### config.mk
export PLATFORM = sky130hd
export DESIGN_NAME = multi_channel_echo_timer_top
export DESIGN_NICKNAME = d
export VERILOG_FILES = /design/src/rtl/met_pkg.sv /design/src/rtl/met_div.sv /design/src/rtl/met_rsp_queue.sv /design/src/rtl/multi_channel_echo_timer_top.sv
export SDC_FILE = /design/constraint.sdc
export NUM_CORES = 1
export LEC_CHECK = 0
export BUFFER_PORTS_ARGS = -buffer_cell sky130_fd_sc_hd__buf_2
export CORE_UTILIZATION = 54
export DETAILED_ROUTE_END_ITERATION = 8
export GPL_TIMING_DRIVEN = 0
export PLACE_DENSITY_LB_ADDON = 0.2
export SETUP_SLACK_MARGIN = 0.4
export SLEW_MARGIN = 40
export SYNTH_ARGS = -nofsm -noshare
export SYNTH_HDL_FRONTEND = slang
export SYNTH_SLANG_ARGS = --single-unit
### constraint.sdc
create_clock -name clock -period 19.5 [get_ports clock]
set_input_delay 0 -clock clock [delete_from_list [all_inputs] [get_ports clock]]
set_output_delay 0 -clock clock [all_outputs]
set_load 0.01 [all_outputs]
### src/rtl/met_pkg.sv
// Shared constants, codes and types of the multi-channel echo timer.
package met_pkg;

   // Channel and port geometry.
   localparam int SONARS    = 16;
   localparam int CH_W      = 4;
   localparam int PORT_PINS = 8;
   localparam int PIN_W     = 3;

   // Result queue geometry.
   localparam int Q_DEPTH = 4;
   localparam int Q_AW    = 2;
   localparam int Q_CW    = 3;

   // Request opcodes.
   localparam logic OP_PIN  = 1'b0;
   localparam logic OP_TICK = 1'b1;

   // Channel phases.
   localparam logic [1:0] PH_IDLE = 2'd0;
   localparam logic [1:0] PH_MEAS = 2'd1;
   localparam logic [1:0] PH_DONE = 2'd2;

   // Result record kinds.
   localparam logic [1:0] KIND_DIST  = 2'd0;
   localparam logic [1:0] KIND_ITER  = 2'd1;
   localparam logic [1:0] KIND_CYCLE = 2'd2;

   // Configuration register indexes (address bit 2).
   localparam logic REG_ITER_COUNT  = 1'b0;
   localparam logic REG_SONAR_COUNT = 1'b1;

   // Division by 14.5 ticks, done as floor(2*d / 29) with a reciprocal.
   localparam int DIV_DIVISOR = 29;
   localparam int DIV_SHIFT   = 21;
   localparam int DIV_RECIP   = (1 << DIV_SHIFT) / DIV_DIVISOR;

   // Control carried along the result pipeline for one request.
   typedef struct packed {
      logic            is_dist;
      logic [CH_W-1:0] chan;
      logic            restart;
      logic            wrap;
      logic [15:0]     val0;
      logic [15:0]     val1;
   } met_ctl_type;

   // One queue entry: all results of one request (one or two records).
   typedef struct packed {
      logic [1:0]      kind0;
      logic [CH_W-1:0] chan;
      logic [15:0]     value0;
      logic            restart;
      logic            wrap;
      logic [15:0]     value1;
   } met_entry_type;

endpackage

### src/rtl/met_div.sv
// Two-stage divider of a 17-bit value by 29 using a reciprocal multiply.
module met_div
   import met_pkg::*;
(
   input  logic        clock,
   input  logic [16:0] x,
   output logic [15:0] q
);

   logic [33:0] prod_ff;
   logic [33:0] prod_in;
   logic [16:0] x_ff;
   logic [12:0] q_est;
   logic [16:0] rem;
   logic        corr;

   // First stage: multiply by the truncated reciprocal.
   assign prod_in = 34'(x) * 34'(DIV_RECIP);

   always_ff @(posedge clock) begin
      prod_ff <= prod_in;
      x_ff    <= x;
   end

   // Second stage: the estimate is low by at most one, so fix it with one compare.
   assign q_est = prod_ff[33:DIV_SHIFT];
   assign rem   = x_ff - 17'(q_est) * 17'(DIV_DIVISOR);
   assign corr  = (rem >= 17'(DIV_DIVISOR));
   assign q     = 16'(q_est) + 16'(corr);

endmodule

### src/rtl/met_rsp_queue.sv
// Result queue: holds the results of each request and hands them out one record at a time.
module met_rsp_queue
   import met_pkg::*;
(
   input  logic            clock,
   input  logic            reset,
   input  logic            push,
   input  met_entry_type   push_data,
   output logic [Q_CW-1:0] count,
   output logic            rsp_valid,
   input  logic            rsp_ready,
   output logic [1:0]      rsp_record_kind,
   output logic [CH_W-1:0] rsp_channel,
   output logic [15:0]     rsp_record_value,
   output logic            rsp_restart_timer,
   output logic            rsp_last
);

   met_entry_type   entry_ff [Q_DEPTH];
   logic [Q_AW-1:0] wr_ptr_ff, wr_ptr_in;
   logic [Q_AW-1:0] rd_ptr_ff, rd_ptr_in;
   logic [Q_CW-1:0] count_ff, count_in;
   logic            second_ff, second_in;
   met_entry_type   head;
   logic            pop;
   logic            take;

   assign head      = entry_ff[rd_ptr_ff];
   assign rsp_valid = (count_ff != '0);
   assign count     = count_ff;

   // The second record of an entry is always the cycle mark.
   always_comb begin
      if (second_ff) begin
         rsp_record_kind   = KIND_CYCLE;
         rsp_channel       = '0;
         rsp_record_value  = head.value1;
         rsp_restart_timer = 1'b0;
         rsp_last          = 1'b1;
      end else begin
         rsp_record_kind   = head.kind0;
         rsp_channel       = head.chan;
         rsp_record_value  = head.value0;
         rsp_restart_timer = head.restart;
         rsp_last          = !head.wrap;
      end
   end

   // An entry leaves once its last record is taken.
   assign take = rsp_valid && rsp_ready;
   assign pop  = take && rsp_last;

   always_comb begin
      wr_ptr_in = push ? wr_ptr_ff + 1'b1 : wr_ptr_ff;
      rd_ptr_in = pop ? rd_ptr_ff + 1'b1 : rd_ptr_ff;
      count_in  = count_ff + Q_CW'(push) - Q_CW'(pop);
      second_in = second_ff;
      if (pop) begin
         second_in = 1'b0;
      end else if (take) begin
         second_in = 1'b1;
      end
   end

   always_ff @(posedge clock) begin
      if (reset) begin
         wr_ptr_ff <= '0;
         rd_ptr_ff <= '0;
         count_ff  <= '0;
         second_ff <= 1'b0;
      end else begin
         wr_ptr_ff <= wr_ptr_in;
         rd_ptr_ff <= rd_ptr_in;
         count_ff  <= count_in;
         second_ff <= second_in;
      end
   end

   // Entry storage.
   always_ff @(posedge clock) begin
      if (push) begin
         entry_ff[wr_ptr_ff] <= push_data;
      end
   end

endmodule

### src/rtl/multi_channel_echo_timer_top.sv
// Top level of the multi-channel echo timer: request decode, start-time memory and pipeline.
//
//   Port group   Direction   Handshake                  Carries
//   req_*        in          req_valid / req_ready      pin-change or tick request
//   rsp_*        out         rsp_valid / rsp_ready      distance, iteration and cycle marks
//   csr_*        in/out      APB setup + access cycle   iteration_count, sonar_count
//
// A request is taken every cycle while the result queue has room for it. A distance result
// passes through start-time memory read, reciprocal multiply, and correction on its way to
// the queue. A tick gives one or two records, one per cycle at the output while rsp_ready is
// high. Requests that cause no result update state at acceptance. Reset is synchronous; channel
// phases and counters clear at once, the start-time memory needs no clearing. A stalled output
// holds up to four requests' results before req_ready drops.
module multi_channel_echo_timer_top
   import met_pkg::*;
(
   input  logic            clock,
   input  logic            reset,
   // Request channel.
   input  logic            req_valid,
   output logic            req_ready,
   input  logic            req_opcode,
   input  logic [15:0]     req_timer_value,
   input  logic [7:0]      req_port_now,
   input  logic [7:0]      req_port_before,
   input  logic            req_port_index,
   input  logic [15:0]     req_fired_mask,
   // Result channel.
   output logic            rsp_valid,
   input  logic            rsp_ready,
   output logic [1:0]      rsp_record_kind,
   output logic [CH_W-1:0] rsp_channel,
   output logic [15:0]     rsp_record_value,
   output logic            rsp_restart_timer,
   output logic            rsp_last,
   // Configuration port.
   input  logic            csr_psel,
   input  logic            csr_penable,
   input  logic            csr_pwrite,
   input  logic [2:0]      csr_paddr,
   input  logic [31:0]     csr_pwdata,
   output logic [31:0]     csr_prdata,
   output logic            csr_pready
);

   // Configuration registers.
   logic [7:0]  iter_count_ff, iter_count_in;
   logic [4:0]  sonar_count_ff, sonar_count_in;
   logic        csr_write;

   // Block state.
   logic [1:0]  phase_ff [SONARS];
   logic [1:0]  phase_in [SONARS];
   logic [7:0]  iteration_ff, iteration_in;
   logic [15:0] cycle_ff, cycle_in;
   logic [7:0]  outstanding_ff, outstanding_in;
   logic [15:0] start_mem [SONARS];
   logic [15:0] start_rd_ff;

   // Pipeline control.
   logic        s1_valid_ff, s1_valid_in;
   logic        s2_valid_ff;
   met_ctl_type s1_ctl_ff, s1_ctl_in;
   met_ctl_type s2_ctl_ff;

   // Request decode.
   logic            accept;
   logic [7:0]      diff;
   logic            any_change;
   logic [PIN_W-1:0] pin;
   logic [CH_W-1:0] ch_sel;
   logic            level;
   logic            rise_ok;
   logic            fall_ok;
   logic [7:0]      out_dec;
   logic [7:0]      iter_inc;
   logic            wrap;
   logic [SONARS-1:0] active;
   logic [4:0]      fired_cnt;

   // Downstream.
   logic [16:0]     div_x;
   logic [15:0]     div_q;
   met_entry_type   push_data;
   logic [Q_CW-1:0] q_count;
   logic [3:0]      in_flight;

   // Configuration write and read.
   assign csr_pready = 1'b1;
   assign csr_write  = csr_psel && csr_penable && csr_pwrite;

   always_comb begin
      iter_count_in  = iter_count_ff;
      sonar_count_in = sonar_count_ff;
      if (csr_write) begin
         case (csr_paddr[2])
            REG_ITER_COUNT:  iter_count_in  = csr_pwdata[7:0];
            REG_SONAR_COUNT: sonar_count_in = csr_pwdata[4:0];
            default: ;
         endcase
      end
   end

   always_comb begin
      case (csr_paddr[2])
         REG_ITER_COUNT:  csr_prdata = {24'd0, iter_count_ff};
         REG_SONAR_COUNT: csr_prdata = {27'd0, sonar_count_ff};
         default:         csr_prdata = '0;
      endcase
   end

   // Take a request only when the queue can hold everything still in the pipeline.
   assign in_flight = 4'(q_count) + 4'(s1_valid_ff) + 4'(s2_valid_ff);
   assign req_ready = (in_flight < 4'(Q_DEPTH));
   assign accept    = req_valid && req_ready;

   // The lowest changed pin picks the channel.
   assign diff       = req_port_now ^ req_port_before;
   assign any_change = (diff != '0);

   always_comb begin
      pin = '0;
      for (int i = PORT_PINS - 1; i >= 0; i--) begin
         if (diff[i]) begin
            pin = PIN_W'(i);
         end
      end
   end

   assign ch_sel  = {req_port_index, pin};
   assign level   = req_port_now[pin];
   assign rise_ok = accept && (req_opcode == OP_PIN) && any_change && level
                    && (phase_ff[ch_sel] == PH_IDLE);
   assign fall_ok = accept && (req_opcode == OP_PIN) && any_change && !level
                    && (phase_ff[ch_sel] == PH_MEAS);
   assign out_dec = outstanding_ff - 8'd1;

   // Tick bookkeeping: iteration step, wrap and the active channel mask.
   assign iter_inc = iteration_ff + 8'd1;
   assign wrap     = (iter_inc == iter_count_ff);

   always_comb begin
      for (int i = 0; i < SONARS; i++) begin
         active[i] = (5'(i) < sonar_count_ff);
      end
   end

   // Count of fired channels in use, as two short chains.
   always_comb begin
      logic [3:0] lo_cnt;
      logic [3:0] hi_cnt;
      lo_cnt = '0;
      hi_cnt = '0;
      for (int i = 0; i < 8; i++) begin
         lo_cnt = lo_cnt + 4'(req_fired_mask[i] & active[i]);
         hi_cnt = hi_cnt + 4'(req_fired_mask[i+8] & active[i+8]);
      end
      fired_cnt = 5'(lo_cnt) + 5'(hi_cnt);
   end

   // Next state of phases and counters, and the control launched into the pipeline.
   always_comb begin
      for (int i = 0; i < SONARS; i++) begin
         phase_in[i] = phase_ff[i];
      end
      iteration_in   = iteration_ff;
      cycle_in       = cycle_ff;
      outstanding_in = outstanding_ff;
      s1_valid_in    = 1'b0;
      s1_ctl_in      = '0;
      if (accept && (req_opcode == OP_TICK)) begin
         iteration_in     = wrap ? 8'd0 : iter_inc;
         cycle_in         = wrap ? cycle_ff + 16'd1 : cycle_ff;
         outstanding_in   = 8'(fired_cnt);
         for (int i = 0; i < SONARS; i++) begin
            if (active[i]) begin
               phase_in[i] = PH_IDLE;
            end
         end
         s1_valid_in      = 1'b1;
         s1_ctl_in.is_dist = 1'b0;
         s1_ctl_in.wrap   = wrap;
         s1_ctl_in.val0   = 16'(iteration_ff);
         s1_ctl_in.val1   = cycle_ff;
      end else if (rise_ok) begin
         phase_in[ch_sel] = PH_MEAS;
      end else if (fall_ok) begin
         phase_in[ch_sel]  = PH_DONE;
         outstanding_in    = out_dec;
         s1_valid_in       = 1'b1;
         s1_ctl_in.is_dist = 1'b1;
         s1_ctl_in.chan    = ch_sel;
         s1_ctl_in.restart = (out_dec == 8'd0);
         s1_ctl_in.val0    = req_timer_value;
      end
   end

   always_ff @(posedge clock) begin
      if (reset) begin
         iter_count_ff  <= 8'd1;
         sonar_count_ff <= 5'd16;
         for (int i = 0; i < SONARS; i++) begin
            phase_ff[i] <= PH_IDLE;
         end
         iteration_ff   <= '0;
         cycle_ff       <= '0;
         outstanding_ff <= '0;
         s1_valid_ff    <= 1'b0;
         s2_valid_ff    <= 1'b0;
      end else begin
         iter_count_ff  <= iter_count_in;
         sonar_count_ff <= sonar_count_in;
         for (int i = 0; i < SONARS; i++) begin
            phase_ff[i] <= phase_in[i];
         end
         iteration_ff   <= iteration_in;
         cycle_ff       <= cycle_in;
         outstanding_ff <= outstanding_in;
         s1_valid_ff    <= s1_valid_in;
         s2_valid_ff    <= s1_valid_ff;
      end
   end

   // Start-time memory: written on a rising echo, read on a falling one.
   always_ff @(posedge clock) begin
      if (rise_ok) begin
         start_mem[ch_sel] <= req_timer_value;
      end
      if (fall_ok) begin
         start_rd_ff <= start_mem[ch_sel];
      end
   end

   // Pipeline payload registers.
   always_ff @(posedge clock) begin
      s1_ctl_ff <= s1_ctl_in;
      s2_ctl_ff <= s1_ctl_ff;
   end

   // Pulse width doubled, then divided by 29.
   assign div_x = {s1_ctl_ff.val0 - start_rd_ff, 1'b0};

   met_div u_div (
      .clock (clock),
      .x     (div_x),
      .q     (div_q)
   );

   // Assemble the queue entry for this request.
   always_comb begin
      push_data.kind0   = s2_ctl_ff.is_dist ? KIND_DIST : KIND_ITER;
      push_data.chan    = s2_ctl_ff.chan;
      push_data.value0  = s2_ctl_ff.is_dist ? div_q : s2_ctl_ff.val0;
      push_data.restart = s2_ctl_ff.restart;
      push_data.wrap    = s2_ctl_ff.wrap;
      push_data.value1  = s2_ctl_ff.val1;
   end

   met_rsp_queue u_rsp_queue (
      .clock             (clock),
      .reset             (reset),
      .push              (s2_valid_ff),
      .push_data         (push_data),
      .count             (q_count),
      .rsp_valid         (rsp_valid),
      .rsp_ready         (rsp_ready),
      .rsp_record_kind   (rsp_record_kind),
      .rsp_channel       (rsp_channel),
      .rsp_record_value  (rsp_record_value),
      .rsp_restart_timer (rsp_restart_timer),
      .rsp_last          (rsp_last)
   );

   // The queue never holds more than its depth, thanks to the request credit.
   assert property (@(posedge clock) disable iff (reset)
      in_flight <= 4'(Q_DEPTH))
      else $error("result queue overcommitted");

   // Restart is only ever flagged on a distance record.
   assert property (@(posedge clock) disable iff (reset)
      rsp_valid && rsp_restart_timer |-> rsp_record_kind == KIND_DIST)
      else $error("restart on a mark record");

   // A cycle mark always closes its request's results.
   assert property (@(posedge clock) disable iff (reset)
      rsp_valid && (rsp_record_kind == KIND_CYCLE) |-> rsp_last)
      else $error("cycle mark not last");

   // A tick reloads outstanding with the fired count of the channels in use.
   assert property (@(posedge clock) disable iff (reset)
      accept && (req_opcode == OP_TICK) |=> outstanding_ff == 8'($past(fired_cnt)))
      else $error("outstanding not reloaded on tick");

endmodule

# After elaboration in Yosys (flattened, before gate mapping)
# Memory sizes are Yosys's and may differ from the RTL's. A register that Yosys moved wholly into a read port is not among the register bits.
# Cells that the tools add are included.
# totals
inputBits	92
output_inout_bits	59
word_cells	231
mem_bits_rw	444
ff_bits	182
memories	3
# memory_table
memory	depth	width	read_ports	rd_clocked_by_memory_dff	write_ports	line	text
start_mem	16	16	1	1	1	multi_channel_echo_timer_top.sv:57	logic [15:0] start_mem [SONARS];
u_rsp_queue.entry_ff	4	39	1	1	1	met_rsp_queue.sv:19	met_entry_type entry_ff [Q_DEPTH];
phase_ff	16	2	17	0	16	multi_channel_echo_timer_top.sv:52	logic [1:0] phase_ff [SONARS];
# op_classes
bitwise	44
n_mul	2
n_reduce_logical	29
mux	75
magnitude_cmp	21
eq_ne	3
n_addsub	27
# op_table
op	n
$mux 32	3
$mux 2	36
$pmux 32 s2	1
$lt 4x5->1 const A	8
$add 4x1->4	9
$mul 16x17->33 const B	1
$and 16x16->16	2
$mux 16	2
$mux 8	4
$not 16->16	2
$or 16x16->16	2
$mux 3	8
$lt 3x5->1 const A	4
$ge 17x5->1 const B	1
$mul 13x5->17 const B	1
$sub 17x17->17	1
$add 16x1->16 const B	1
$and 1x1->1	16
$or 1x1->1	16
$sub 16x16->16	1
$mux 5	3
$add 13x1->14	1
$mux 1	14
$logic_and 1x1->1	13
34 further kinds	51

# Logic depth before layout (Yosys ltp)
# Gate-level depths: netlist (run 1).
# logic_depth
depth_word	20
ltp_mapped	34

# Modules after synthesis
# From an unflattened synthesis (run 1), not the netlist that was laid out.
# unflattened
hier_cells	2863
hier_area_um2	33552.2
# by_module_without_submodules
mod	cells_each	seq_area_each_um2	area_per_inst_um2	n_inst
multi_channel_echo_timer_top	1700	11310.8	18592.8	1
met_div	870	600.6	8364.3	1
met_rsp_queue	293	5004.8	6595.1	1

# Worst setup path after synthesis (run 1)
# No wires, ideal clock.
# synth_timing
path_type	reg-to-reg
from	register start_rd_ff[0], read port of start_mem
to	register u_div.prod_ff[27]
t_required_ps	19428
synth_period_minus_slack_ps	7778
path_slack_ps	11722
path_stages_with_launch	33
path_buffers	0
arrival_time_ps	7705
cell_sequence	edfxtp_1 -> ha_1 -> fa_1 -> nor2b_1 -> o21ai_0 -> a21boi_0 -> o21ai_0 -> a21boi_0 -> o21ai_0 -> a21oi_1 -> o41ai_1 -> xnor2_1 -> inv_1 -> fa_1 -> inv_1 -> fa_1 -> fa_1 -> fa_1 -> fa_1 -> inv_1 -> fa_1 -> inv_1 -> ha_1 -> a21o_1 -> a21o_1 -> a21oi_1 -> o21ai_0 -> a22o_1 -> or2_2 -> o21a_1 -> o21a_1 -> nor2_1 -> xnor2_1
# synth_between
elab_chain_len	2
# synth_lines
item	line	text
start: declaration	multi_channel_echo_timer_top.sv:58	logic [15:0] start_rd_ff;
$sub 16x16->16	multi_channel_echo_timer_top.sv:241	assign div_x = {s1_ctl_ff.val0 - start_rd_ff, 1'b0};
named net div_x[13]	multi_channel_echo_timer_top.sv:82	logic [16:0] div_x;
$mul 16x17->33	met_div.sv:18	assign prod_in = 34'(x) * 34'(DIV_RECIP);
named net u_div.prod_in[27]	met_div.sv:11	logic [33:0] prod_in;
end signal: assignment	met_div.sv:21	prod_ff <= prod_in;
end: declaration	met_div.sv:10	logic [33:0] prod_ff;
# The timed path passes the listed nets, and every way through them passes these cells.
# A chain may end at the register's enable or synchronous reset.

# Worst setup path in the final report (run 1)
# layout_timing
from	register start_rd_ff[0], read port of start_mem
to	register u_div.prod_ff[33]
# The elaborated chain is that of the path after synthesis.

==> results of run 1 <==
[layer usage]
metal,up-vias,wire [um],global-route usage (%)
li1,9208,-,-
met3,112,3760,3.07
met2,577,35300,40.7
met5,-,0,0
met4,0,1590,6.12
met1,9971,31900,33.9
[registers in the layout (all words and copies together) (netlist names), 2 cells and up, named ones only]
signal and flops:
start_mem 256, u_rsp_queue.entry_ff 156, s1_ctl_ff 39, phase_ff 32, push_data 22, s2_ctl_ff 17
cycle_ff 16, start_rd_ff 16, u_div.x_ff 15, u_div.prod_ff 14, iter_count_ff 8, iteration_ff 8
outstanding_ff 8, sonar_count_ff 5, u_rsp_queue.count 3, u_rsp_queue.rd_ptr_ff 2, u_rsp_queue.wr_ptr_ff 2
[report_power, final]
| group | switching [mW] | total [mW] | internal (mW) | leakage [nW] |
|---|---|---|---|---|
| clock | 0.509 | 1.19 | 0.682 | 0.990 |
| combinational | 1.77 | 3.15 | 1.38 | 7.91 |
| sequential | 0.0395 | 1.50 | 1.46 | 5.35 |
| total | 2.32 | 5.84 | 3.52 | 14.3 |
[cells in the mapped netlist, types with 21 or more instances]
master | n | area, sq um
a21oi_1 | 78 | 390
and2_1 | 35 | 219
and3_1 | 24 | 150
buf_4 | 26 | 195
clkbuf_1 | 58 | 218
dfxtp_1 | 196 | 3920
edfxtp_1 | 428 | 12900
fa_1 | 133 | 2660
ha_1 | 222 | 2780
inv_1 | 283 | 1060
mux4_2 | 119 | 2680
nand2_1 | 134 | 503
nand3_1 | 50 | 250
nor2_1 | 150 | 563
nor2b_1 | 23 | 144
nor3_1 | 26 | 130
o211ai_1 | 26 | 195
o21ai_0 | 62 | 310
or3_1 | 21 | 131
xnor2_1 | 56 | 490
xor2_1 | 36 | 315
[critical path, delay by kind of cell, from the launching register on]
kind            cells  cell delay, ps
fa+ha+maj           9            4160
xor+xnor            2             690
buf+inv             4             350
compound gates     15            3020
simple gates        2             300
flops               1             400
[kinds of logic (layout without fill, tap and decap cells)]
group                      after synthesis  count (layout)  synth area share [%]
DFF                                    624             624                  52.1
and+or+nand+nor                        544             544                  8.26
buffers and inverters                  392             658                  4.94
adders and majority gates              355             355                  16.9
AOI/OAI and AO/OA                      299             299                  6.10
muxes                                  144             144                  9.13
xor gates and xnor gates                94              94                  2.60
other                                    2              25                0.0233
[repair_timing]
action,CTS,global route
hold buffers,42,0
endpoints found under the hold margin,296,0
resized for setup,0,0
[through the flow]
step | total power [mW] | hold slack [ps] | util, % | setup WS [ps] | instance area (sq um)
finish | 5.84 | 73.6 | 62.0 | 10480 | 36600
detailed placement | 4.65 | 245 | 57.9 | 10510 | 34100
CTS | 5.86 | 32.2 | 62.0 | 10480 | 36600
global placement | 4.55 | 248 | 57.2 | 10680 | 33800
floorplan | 3.93 | 98.9 | - | 11720 | 32300
global route | 6.36 | 77.7 | 62.0 | 9940 | 36600
[final cells by class]
type / instances / share of cell area [%]
inverters: 284 / 2.91
flip-flops and latches: 624 / 45.8
well taps: 773 / 2.64
plain buffers: 108 / 1.47
clock buffers: 80 / 4.53
clock inverters: 35 / 1.00
repair buffers: 151 / 3.10
multi-input cells: 1461 / 38.5
[worst max-delay path by stage]
stage	endpoint	depth (start not counted)
floorplan	u_div.prod_ff[27]$_DFF_P_	32
global placement	u_div.prod_ff[33]$_DFF_P_	32
detailed placement	u_div.prod_ff[33]$_DFF_P_	32
CTS	u_div.prod_ff[33]$_DFF_P_	32
global route	u_div.prod_ff[33]$_DFF_P_	32
finish	u_div.prod_ff[33]$_DFF_P_	32
==> metrics.txt, run 1 <==
# TYPE chip_impl_metric gauge
chip_impl_info{name="outcome",value="finished, final reports clean"} 1
chip_impl_metric{name="antenna_cells",unit=""} 0
chip_impl_info{name="postSynth.topFlopCell",value="edfxtp_1"} 1
chip_impl_metric{name="design.die.area",unit="sq mm"} 0.0607
chip_impl_metric{name="period_share",unit="%"} 46.3
chip_impl_metric{name="max_freq",unit="MHz"} 111
chip_impl_info{name="worst_path_most_repeated_cell",value="fa_1"} 1
chip_impl_info{name="end_kind",value="register"} 1
chip_impl_metric{name="synth_area",unit="sq mm"} 0.0322
chip_impl_metric{name="syn2layout_area_growth",unit="%"} 13.6
chip_impl_metric{name="clock_sink_count",unit=""} 624
chip_impl_metric{name="die_height",unit="um"} 246
chip_impl_metric{name="fin_skew",unit="ps"} 32.9
chip_impl_metric{name="antenna_found_initial",unit=""} 1
chip_impl_metric{name="drt-initial-drc-count",unit=""} 1436
chip_impl_metric{name="placed_insts",unit=""} 3359
chip_impl_metric{name="floorplan.io_pins",unit=""} 151
chip_impl_metric{name="detail_route.first_pass.iterations",unit=""} 8
chip_impl_metric{name="routabilityCongestion",unit=""} 0.964
chip_impl_metric{name="finalWorstPathRequiredPeriod",unit="ps"} 9020
chip_impl_metric{name="power.static_leakage",unit="nW"} 14.3
chip_impl_metric{name="cts-buffers-inserted",unit=""} 61
chip_impl_metric{name="seqCellArea",unit="sq mm"} 0.0168
chip_impl_metric{name="insertion_delay",unit="ps"} 630
chip_impl_metric{name="synth.avg_cell_area",unit="sq um"} 13.1
chip_impl_metric{name="area_of_combinational_cells_with_multiple_inputs",unit="sq mm"} 0.0141
chip_impl_metric{name="level_count_of_the_clock_h_tree",unit=""} 2
chip_impl_info{name="root_buffer_cell",value="clkbuf_16"} 1
chip_impl_metric{name="initial_util",unit="%"} 54.6
chip_impl_metric{name="worstHoldPathCells",unit=""} 5
chip_impl_metric{name="antenna_left",unit=""} 0
chip_impl_metric{name="synthesis.instances",unit=""} 2454
chip_impl_metric{name="worst_vdd_rail_ir_drop",unit="mV"} 0.414
chip_impl_metric{name="synth-seq-cells",unit=""} 624
chip_impl_metric{name="via_count",unit=""} 19900
chip_impl_metric{name="final_hold_viol_count",unit=""} 0
chip_impl_metric{name="cell_row_count",unit=""} 89
chip_impl_metric{name="yosys.cell_types.count",unit=""} 83
chip_impl_metric{name="die_width",unit="um"} 246
chip_impl_metric{name="globalRouteTotalUtil",unit="%"} 24.4
chip_impl_info{name="holdPathEnd",value="iter_count_ff[3]$_SDFFE_PP0P_"} 1
chip_impl_info{name="worst_hold_path_startpoint",value="csr_paddr[2]"} 1
chip_impl_metric{name="post-cts-setup-buffers",unit=""} 0
chip_impl_info{name="rsz0062_at_grt",value="false"} 1
chip_impl_metric{name="detail_route.drc_violations",unit=""} 0
chip_impl_metric{name="regToRegSetupSlack",unit="ps"} 10480
chip_impl_metric{name="share_of_layout_cells_above_drive_strength_1",unit="%"} 15.5
chip_impl_metric{name="cp.required",unit="ps"} 20040
chip_impl_info{name="most_used_cells_in_the_layout_excluding_fill_and_tap_cells",value="edfxtp_1, inv_1, ha_1"} 1
chip_impl_metric{name="relSlewSlack",unit="%"} 44.6
chip_impl_info{name="critPathLaunch",value="start_rd_ff[0]$_DFFE_PP_"} 1
chip_impl_metric{name="cell_count_of_the_worst_reg_to_reg_path",unit=""} 32
chip_impl_info{name="cts_tree",value="built"} 1
chip_impl_metric{name="globalRoute.totalOverflow",unit=""} 0
chip_impl_metric{name="timing.critical_path.slowest_cell_delay",unit="ps"} 560
chip_impl_metric{name="final_cell_count_no_fill",unit=""} 3516
chip_impl_metric{name="clock_path_buffers",unit=""} 3
chip_impl_metric{name="place.detailed.hpwl",unit="mm"} 53.2
chip_impl_metric{name="nNetsFinal",unit=""} 3138
chip_impl_metric{name="routed_wirelength",unit="mm"} 72.6
chip_impl_metric{name="synth_enable_flop_cells",unit=""} 428
chip_impl_metric{name="vias_in_the_first_global_route",unit=""} 20200
chip_impl_metric{name="async_flop_share",unit="%"} 0
chip_impl_metric{name="cp.arrival",unit="ps"} 9560
chip_impl_metric{name="layout.filler_cells",unit=""} 4496
chip_impl_metric{name="finalSetupViolCount",unit=""} 0
chip_impl_metric{name="post_drt_wl_per_cell",unit="um"} 20.6
chip_impl_metric{name="maxSlewViolCount",unit=""} 0
chip_impl_metric{name="power-per-cell-area",unit="mW/mm^2"} 159
chip_impl_info{name="critPathSlowestCell",value="xnor2_1"} 1
chip_impl_metric{name="crit_path_max_fanout",unit=""} 6
chip_impl_info{name="crit_path_start_kind",value="register"} 1
chip_impl_metric{name="maxCapViolCount",unit=""} 0
chip_impl_metric{name="coreArea",unit="sq mm"} 0.0590
chip_impl_metric{name="drt-vias-per-instance",unit=""} 5.65
chip_impl_metric{name="grt_pass1_wl",unit="mm"} 113
chip_impl_metric{name="yosysWarnings",unit=""} 0
chip_impl_info{name="critical_path_class",value="register to register"} 1
chip_impl_info{name="min-delay-path-class",value="input pin to register"} 1
chip_impl_info{name="worst_r2r_endpoint",value="u_div.prod_ff[33]$_DFF_P_"} 1
chip_impl_metric{name="finalSetupTns",unit="ps"} 0
chip_impl_info{name="crit-reg2reg-launch",value="start_rd_ff[0]$_DFFE_PP_"} 1
chip_impl_metric{name="synth-seq-area-share",unit="%"} 52.1
chip_impl_metric{name="worst_slew_pin_slew",unit="ps"} 830
chip_impl_metric{name="io_buffers",unit=""} 99
chip_impl_metric{name="clkTransAtPathRegs",unit="ps"} 60
chip_impl_metric{name="maximum_number_of_pins_on_one_net_before_global_route_repair",unit=""} 26
chip_impl_info{name="layout.cells.most_common",value="edfxtp_1"} 1
(Power assumes the default switching activity.)
==> run 2: changes to the inputs <==
==> constraint.sdc (replaced) <==
create_clock -name clock -period 7.2 [get_ports clock]
set_input_delay 0 -clock clock [delete_from_list [all_inputs] [get_ports clock]]
set_output_delay 0 -clock clock [all_outputs]
set_load 0.01 [all_outputs]
==> metrics.txt, run 2 (synthesis results as in run 1) <==
# TYPE chip_impl_metric gauge
chip_impl_metric{name="initial_util",unit="%"} 54.6
chip_impl_info{name="most_used_cells_in_the_layout_excluding_fill_and_tap_cells",value="edfxtp_1, inv_1, ha_1"} 1
chip_impl_metric{name="max_freq",unit="MHz"} 132
chip_impl_info{name="root_buffer_cell",value="clkbuf_16"} 1
chip_impl_metric{name="maximum_number_of_pins_on_one_net_before_global_route_repair",unit=""} 29
chip_impl_metric{name="worst_slack",unit="ps"} -372
chip_impl_metric{name="antenna_cells",unit=""} 0
chip_impl_info{name="worst_path_most_repeated_cell",value="fa_1"} 1
chip_impl_metric{name="clock_path_buffers",unit=""} 3
chip_impl_metric{name="design.die.area",unit="sq mm"} 0.0607
chip_impl_info{name="critPathLaunch",value="start_rd_ff[1]$_DFFE_PP_"} 1
chip_impl_metric{name="final_hold_viol_count",unit=""} 0
chip_impl_metric{name="largest_register_ffs",unit=""} 256
chip_impl_metric{name="globalRoute.totalOverflow",unit=""} 0
chip_impl_metric{name="maxSlewViolCount",unit=""} 0
chip_impl_metric{name="crit_path_max_fanout",unit=""} 4
chip_impl_metric{name="floorplan.io_pins",unit=""} 151
chip_impl_metric{name="fin_skew",unit="ps"} 20.0
chip_impl_info{name="violations",value="negative setup slack"} 1
chip_impl_metric{name="clkTransAtPathRegs",unit="ps"} 60
chip_impl_info{name="cts_tree",value="built"} 1
chip_impl_info{name="largest_registers",value="start_mem (256), u_rsp_queue.entry_ff (156), s1_ctl_ff (39)"} 1
chip_impl_metric{name="period_share",unit="%"} 105
chip_impl_metric{name="via_count",unit=""} 20100
chip_impl_metric{name="area_of_combinational_cells_with_multiple_inputs",unit="sq mm"} 0.0145
chip_impl_metric{name="cp.required",unit="ps"} 7720
chip_impl_info{name="outcome",value="complete, but fails checks"} 1
chip_impl_metric{name="regToRegSetupSlack",unit="ps"} -370
chip_impl_metric{name="finalWorstPathRequiredPeriod",unit="ps"} 7570
chip_impl_metric{name="share_of_layout_cells_above_drive_strength_1",unit="%"} 19.1
chip_impl_metric{name="cell_row_count",unit=""} 89
chip_impl_info{name="layout.cells.most_common",value="edfxtp_1"} 1
chip_impl_metric{name="routabilityCongestion",unit=""} 0.900
chip_impl_metric{name="layout.filler_cells",unit=""} 4438
chip_impl_metric{name="worst_vdd_rail_ir_drop",unit="mV"} 1.33
chip_impl_metric{name="place.detailed.hpwl",unit="mm"} 54.0
chip_impl_metric{name="insertion_delay",unit="ps"} 610
chip_impl_info{name="min-delay-path-class",value="input pin to register"} 1
chip_impl_metric{name="syn2layout_area_growth",unit="%"} 16.3
chip_impl_metric{name="grt_pass1_wl",unit="mm"} 116
chip_impl_info{name="critical_path_class",value="register to register"} 1
chip_impl_metric{name="coreArea",unit="sq mm"} 0.0590
chip_impl_info{name="crit-reg2reg-launch",value="start_rd_ff[1]$_DFFE_PP_"} 1
chip_impl_metric{name="fin_util",unit="%"} 63.5
chip_impl_metric{name="post_layout_total_power",unit="mW"} 16.7
chip_impl_metric{name="drt-initial-drc-count",unit=""} 1457
chip_impl_metric{name="vias_in_the_first_global_route",unit=""} 20900
chip_impl_metric{name="maxCapViolCount",unit=""} 0
chip_impl_metric{name="finalSetupViolCount",unit=""} 9
chip_impl_metric{name="worst_slew_pin_slew",unit="ps"} 825
chip_impl_info{name="end_kind",value="register"} 1
chip_impl_metric{name="level_count_of_the_clock_h_tree",unit=""} 3
chip_impl_metric{name="timing.critical_path.slowest_cell_delay",unit="ps"} 550
chip_impl_info{name="largest-register",value="start_mem"} 1
chip_impl_metric{name="drt-vias-per-instance",unit=""} 5.65
chip_impl_metric{name="die_height",unit="um"} 246
chip_impl_metric{name="cp.arrival",unit="ps"} 8090
chip_impl_metric{name="detail_route.first_pass.iterations",unit=""} 6
chip_impl_metric{name="routed_wirelength",unit="mm"} 74.7
chip_impl_metric{name="cts-buffers-inserted",unit=""} 66
chip_impl_metric{name="power-per-cell-area",unit="mW/mm^2"} 445
chip_impl_metric{name="detail_route.drc_violations",unit=""} 0
chip_impl_info{name="worst_hold_path_startpoint",value="csr_paddr[2]"} 1
chip_impl_metric{name="io_buffers",unit=""} 99
chip_impl_metric{name="nNetsFinal",unit=""} 3181
chip_impl_metric{name="seqCellArea",unit="sq mm"} 0.0168
chip_impl_metric{name="antenna_left",unit=""} 0
chip_impl_info{name="crit_path_start_kind",value="register"} 1
chip_impl_metric{name="relSlewSlack",unit="%"} 45.0
chip_impl_metric{name="antenna_found_initial",unit=""} 1
chip_impl_info{name="critPathSlowestCell",value="fa_1"} 1
chip_impl_metric{name="globalRouteTotalUtil",unit="%"} 25.2
chip_impl_metric{name="post_drt_wl_per_cell",unit="um"} 21.0
chip_impl_metric{name="placed_insts",unit=""} 3359
chip_impl_info{name="rsz0062_at_grt",value="true"} 1
chip_impl_metric{name="final_cell_count_no_fill",unit=""} 3558
chip_impl_metric{name="power.static_leakage",unit="nW"} 14.6
chip_impl_metric{name="die_width",unit="um"} 246
chip_impl_metric{name="clock_sink_count",unit=""} 624
-- run 2: cell type report --
type	instances	share of cell area (%)
clock inverters	28	1.02
flip-flops and latches	624	44.8
multi-input cells	1461	38.6
well taps	773	2.58
repair buffers	189	3.83
clock buffers	91	4.94
plain buffers	108	1.43
inverters	284	2.85
-- run 2: timing repair --
action	in CTS	in global routing
endpoints found under the setup margin	13	13
gates resized for setup	55	18
cloned	0	0
pin swaps	44	16
hold buffers	41	0
hold endpoints to repair	296	0
setup buffers	35	4
-- run 2: report_power, final --
group	internal [mW]	leakage, nW	switching (mW)
Combinational	4.12	8.18	5.05
Clock	2.07	1.08	1.38
Sequential	3.95	5.35	0.111
-- run 2: per-stage QoR --
| stage | cell area [sq um] | hold slack (ps) | setup slack, ps | setup TNS (ps) |
|---|---|---|---|---|
| final | 37500 | 53.3 | -372 | -2070 |
| after global routing | 37500 | 67.5 | -646 | -5000 |
| after CTS | 37400 | 9.63 | -234 | -860 |
| after detailed placement | 34200 | 250 | -1350 | -13180 |
| after global placement | 33800 | 248 | -1250 | -11610 |
| after floorplan | 32300 | 98.9 | -165 | -339 |
-- run 2: metal layers --
layer	share of wire, %	global-route usage, %	routed length [um]	vias to the layer above
met5	0	0	0	-
met4	2.7	7.82	2000	0
met3	4.9	3.65	3670	138
met2	49	42.1	36800	565
met1	43	34.2	32200	10100
li1	-	-	-	9306
-- run 2: final timing paths --
path | cells after the start | endpoint
max | 32 | u_div.prod_ff[27]$_DFF_P_
min | 5 | iter_count_ff[0]$_SDFFE_PP1P_
max reg2reg | 32 | u_div.prod_ff[27]$_DFF_P_
min reg2reg | 0 | push_data[15]$_DFF_P_
-- run 2: worst max-delay path, delay by kind of cell, from the launching register on --
kind	cells	cell delay, ps
compound gates	14	2190
simple gates	3	490
fa+ha+maj	8	3610
xor+xnor	2	380
buf+inv	5	370
flops	1	410
==> run 3: changes to the inputs <==
--- a/config.mk
+++ b/config.mk
@@ -10,6 +10,7 @@
 export DETAILED_ROUTE_END_ITERATION = 8
 export GPL_TIMING_DRIVEN = 0
 export PLACE_DENSITY_LB_ADDON = 0.2
+export RECOVER_POWER = 25
 export SETUP_SLACK_MARGIN = 0.4
 export SLEW_MARGIN = 40
 export SYNTH_ARGS = -nofsm -noshare
==> metrics.txt, run 3 (synthesis results as in run 1) <==
# TYPE chip_impl_metric gauge
chip_impl_info{name="outcome",value="complete, but fails checks"} 1
chip_impl_info{name="violations",value="negative setup slack"} 1
chip_impl_metric{name="final_hold_viol_count",unit=""} 0
chip_impl_metric{name="fin_skew",unit="ps"} 20.4
chip_impl_info{name="critPathSlowestCell",value="fa_1"} 1
chip_impl_metric{name="clkTransAtPathRegs",unit="ps"} 60
chip_impl_metric{name="grt_pass1_wl",unit="mm"} 116
chip_impl_metric{name="die_width",unit="um"} 246
chip_impl_metric{name="drt-vias-per-instance",unit=""} 5.66
chip_impl_info{name="largest-register",value="start_mem"} 1
chip_impl_metric{name="post_drt_wl_per_cell",unit="um"} 21.0
chip_impl_metric{name="period_share",unit="%"} 105
chip_impl_metric{name="maxCapViolCount",unit=""} 0
chip_impl_metric{name="largest_register_ffs",unit=""} 256
chip_impl_metric{name="vias_in_the_first_global_route",unit=""} 20900
chip_impl_metric{name="design.die.area",unit="sq mm"} 0.0607
chip_impl_info{name="cp_top_delay_family",value="adder cells"} 1
chip_impl_info{name="layout.cells.most_common",value="edfxtp_1"} 1
chip_impl_metric{name="floorplan.io_pins",unit=""} 151
chip_impl_metric{name="post_layout_total_power",unit="mW"} 16.7
chip_impl_metric{name="detail_route.first_pass.iterations",unit=""} 6
chip_impl_metric{name="finalWorstPathRequiredPeriod",unit="ps"} 7570
chip_impl_metric{name="syn2layout_area_growth",unit="%"} 16.2
chip_impl_metric{name="clock_path_buffers",unit=""} 3
chip_impl_metric{name="routed_wirelength",unit="mm"} 74.7
chip_impl_info{name="largest_registers",value="start_mem (256), u_rsp_queue.entry_ff (156), s1_ctl_ff (39)"} 1
chip_impl_metric{name="coreArea",unit="sq mm"} 0.0590
chip_impl_metric{name="place.detailed.hpwl",unit="mm"} 54.0
chip_impl_metric{name="fin_util",unit="%"} 63.4
chip_impl_metric{name="worst_slack",unit="ps"} -369
chip_impl_metric{name="antenna_found_initial",unit=""} 1
chip_impl_metric{name="detailroute.wirelength.met3",unit="mm"} 3.94
chip_impl_info{name="topRoutingLayerUsed",value="met4"} 1
chip_impl_metric{name="antenna_left",unit=""} 0
chip_impl_metric{name="finalSetupTns",unit="ps"} -2040
chip_impl_metric{name="io_buffers",unit=""} 99
chip_impl_metric{name="globalRoute.totalOverflow",unit=""} 0
chip_impl_metric{name="worst_slew_pin_slew",unit="ps"} 957
chip_impl_metric{name="fin_hold_ws",unit="ps"} 59.4
chip_impl_metric{name="globalRouteTotalUtil",unit="%"} 25.2
chip_impl_metric{name="antenna_cells",unit=""} 0
chip_impl_metric{name="cell_row_count",unit=""} 89
chip_impl_metric{name="m1WireLength",unit="mm"} 32.0
chip_impl_info{name="min-delay-path-class",value="input pin to register"} 1
chip_impl_metric{name="share_of_layout_cells_above_drive_strength_1",unit="%"} 18.6
chip_impl_metric{name="nNetsFinal",unit=""} 3181
chip_impl_metric{name="die_height",unit="um"} 246
chip_impl_info{name="crit_path_start_kind",value="register"} 1
chip_impl_metric{name="initial_util",unit="%"} 54.6
chip_impl_metric{name="cts-buffers-inserted",unit=""} 66
chip_impl_info{name="critical_path_class",value="register to register"} 1
chip_impl_metric{name="critical_path.n_buffers_inverters",unit=""} 6
chip_impl_metric{name="insertion_delay",unit="ps"} 610
chip_impl_metric{name="crit_path_max_fanout",unit=""} 4
chip_impl_metric{name="met2RoutedLength",unit="mm"} 36.7
chip_impl_info{name="worst_path_most_repeated_cell",value="fa_1"} 1
chip_impl_metric{name="maximum_number_of_pins_on_one_net_before_global_route_repair",unit=""} 29
chip_impl_metric{name="via_count",unit=""} 20100
chip_impl_metric{name="power-per-cell-area",unit="mW/mm^2"} 445
chip_impl_info{name="rsz0062_at_grt",value="true"} 1
chip_impl_metric{name="finalSetupViolCount",unit=""} 9
chip_impl_metric{name="max_freq",unit="MHz"} 132
chip_impl_metric{name="relSlewSlack",unit="%"} 36.2
chip_impl_metric{name="timing.critical_path.slowest_cell_delay",unit="ps"} 550
chip_impl_metric{name="maxSlewViolCount",unit=""} 0
chip_impl_info{name="end_kind",value="register"} 1
chip_impl_metric{name="detail_route.drc_violations",unit=""} 0
chip_impl_info{name="most_used_cells_in_the_layout_excluding_fill_and_tap_cells",value="edfxtp_1, inv_1, ha_1"} 1
chip_impl_metric{name="drt-initial-drc-count",unit=""} 1454
chip_impl_info{name="cts_tree",value="built"} 1
chip_impl_metric{name="power.static_leakage",unit="nW"} 14.6
chip_impl_metric{name="place_ws",unit="ps"} -1350
chip_impl_metric{name="clock_sink_count",unit=""} 624
chip_impl_metric{name="worst_vdd_rail_ir_drop",unit="mV"} 1.33
chip_impl_metric{name="level_count_of_the_clock_h_tree",unit=""} 3
chip_impl_metric{name="cp.arrival",unit="ps"} 8090
chip_impl_metric{name="routabilityCongestion",unit=""} 0.900
chip_impl_info{name="root_buffer_cell",value="clkbuf_16"} 1
chip_impl_metric{name="cp.required",unit="ps"} 7720
run 3: path summary, 6_finish.rpt:
path	from	end	slack (ps)	cells after the start
setup / recovery	start_rd_ff[1]$_DFFE_PP_	u_div.prod_ff[27]$_DFF_P_	-370	33
hold / removal	csr_paddr[2]	iter_count_ff[0]$_SDFFE_PP1P_	60	5
setup reg to reg	start_rd_ff[1]$_DFFE_PP_	u_div.prod_ff[27]$_DFF_P_	-370	33
hold reg to reg	s1_ctl_ff[15]$_SDFF_PN0_	push_data[15]$_DFF_P_	320	0
run 3: what timing repair did:
action | in CTS | in global routing
hold buffers | 41 | 0
resized for setup | 55 | 18
endpoints found under the setup margin | 13 | 13
pin swaps | 44 | 16
setup buffers | 35 | 4
endpoints found under the hold margin | 296 | 0
run 3: cell type report:
type | count | area (sq um)
plain buffers | 108 | 537
clock buffers | 91 | 1850
clock inverters | 28 | 380
multi-input cells | 1461 | 14500
well taps | 773 | 967
flip-flops and latches | 624 | 16800
repair buffers | 189 | 1420
inverters | 284 | 1070
fillers | 4449 | 21600
run 3: metal layers:
layer	vias up	global-route usage [%]
met5	-	0
li1	9308	-
met1	10100	34.2
met3	131	3.65
met2	597	42.1
met4	0	7.82
run 3: metrics by stage:
step,instance area [sq um],instances
floorplan,32300,2477
global placement,33800,3349
detailed placement,34200,3359
CTS,37400,3554
global route,37400,3558
finish,37400,3558
run 3: worst reg2reg max path, delay by kind of cell (launching register included):
kind            cells  cell delay (ps)
simple gates        4              540
buf+inv             6              530
compound gates     13             2100
flops               1              410
xor+xnor            2              300
fa+ha+maj           8             3590
run 3: where the power goes:
part / switching [mW] / internal (mW)
clock network: 1.38 / 2.07
logic: 5.05 / 4.11
registers: 0.111 / 3.95
total: 6.54 / 10.1
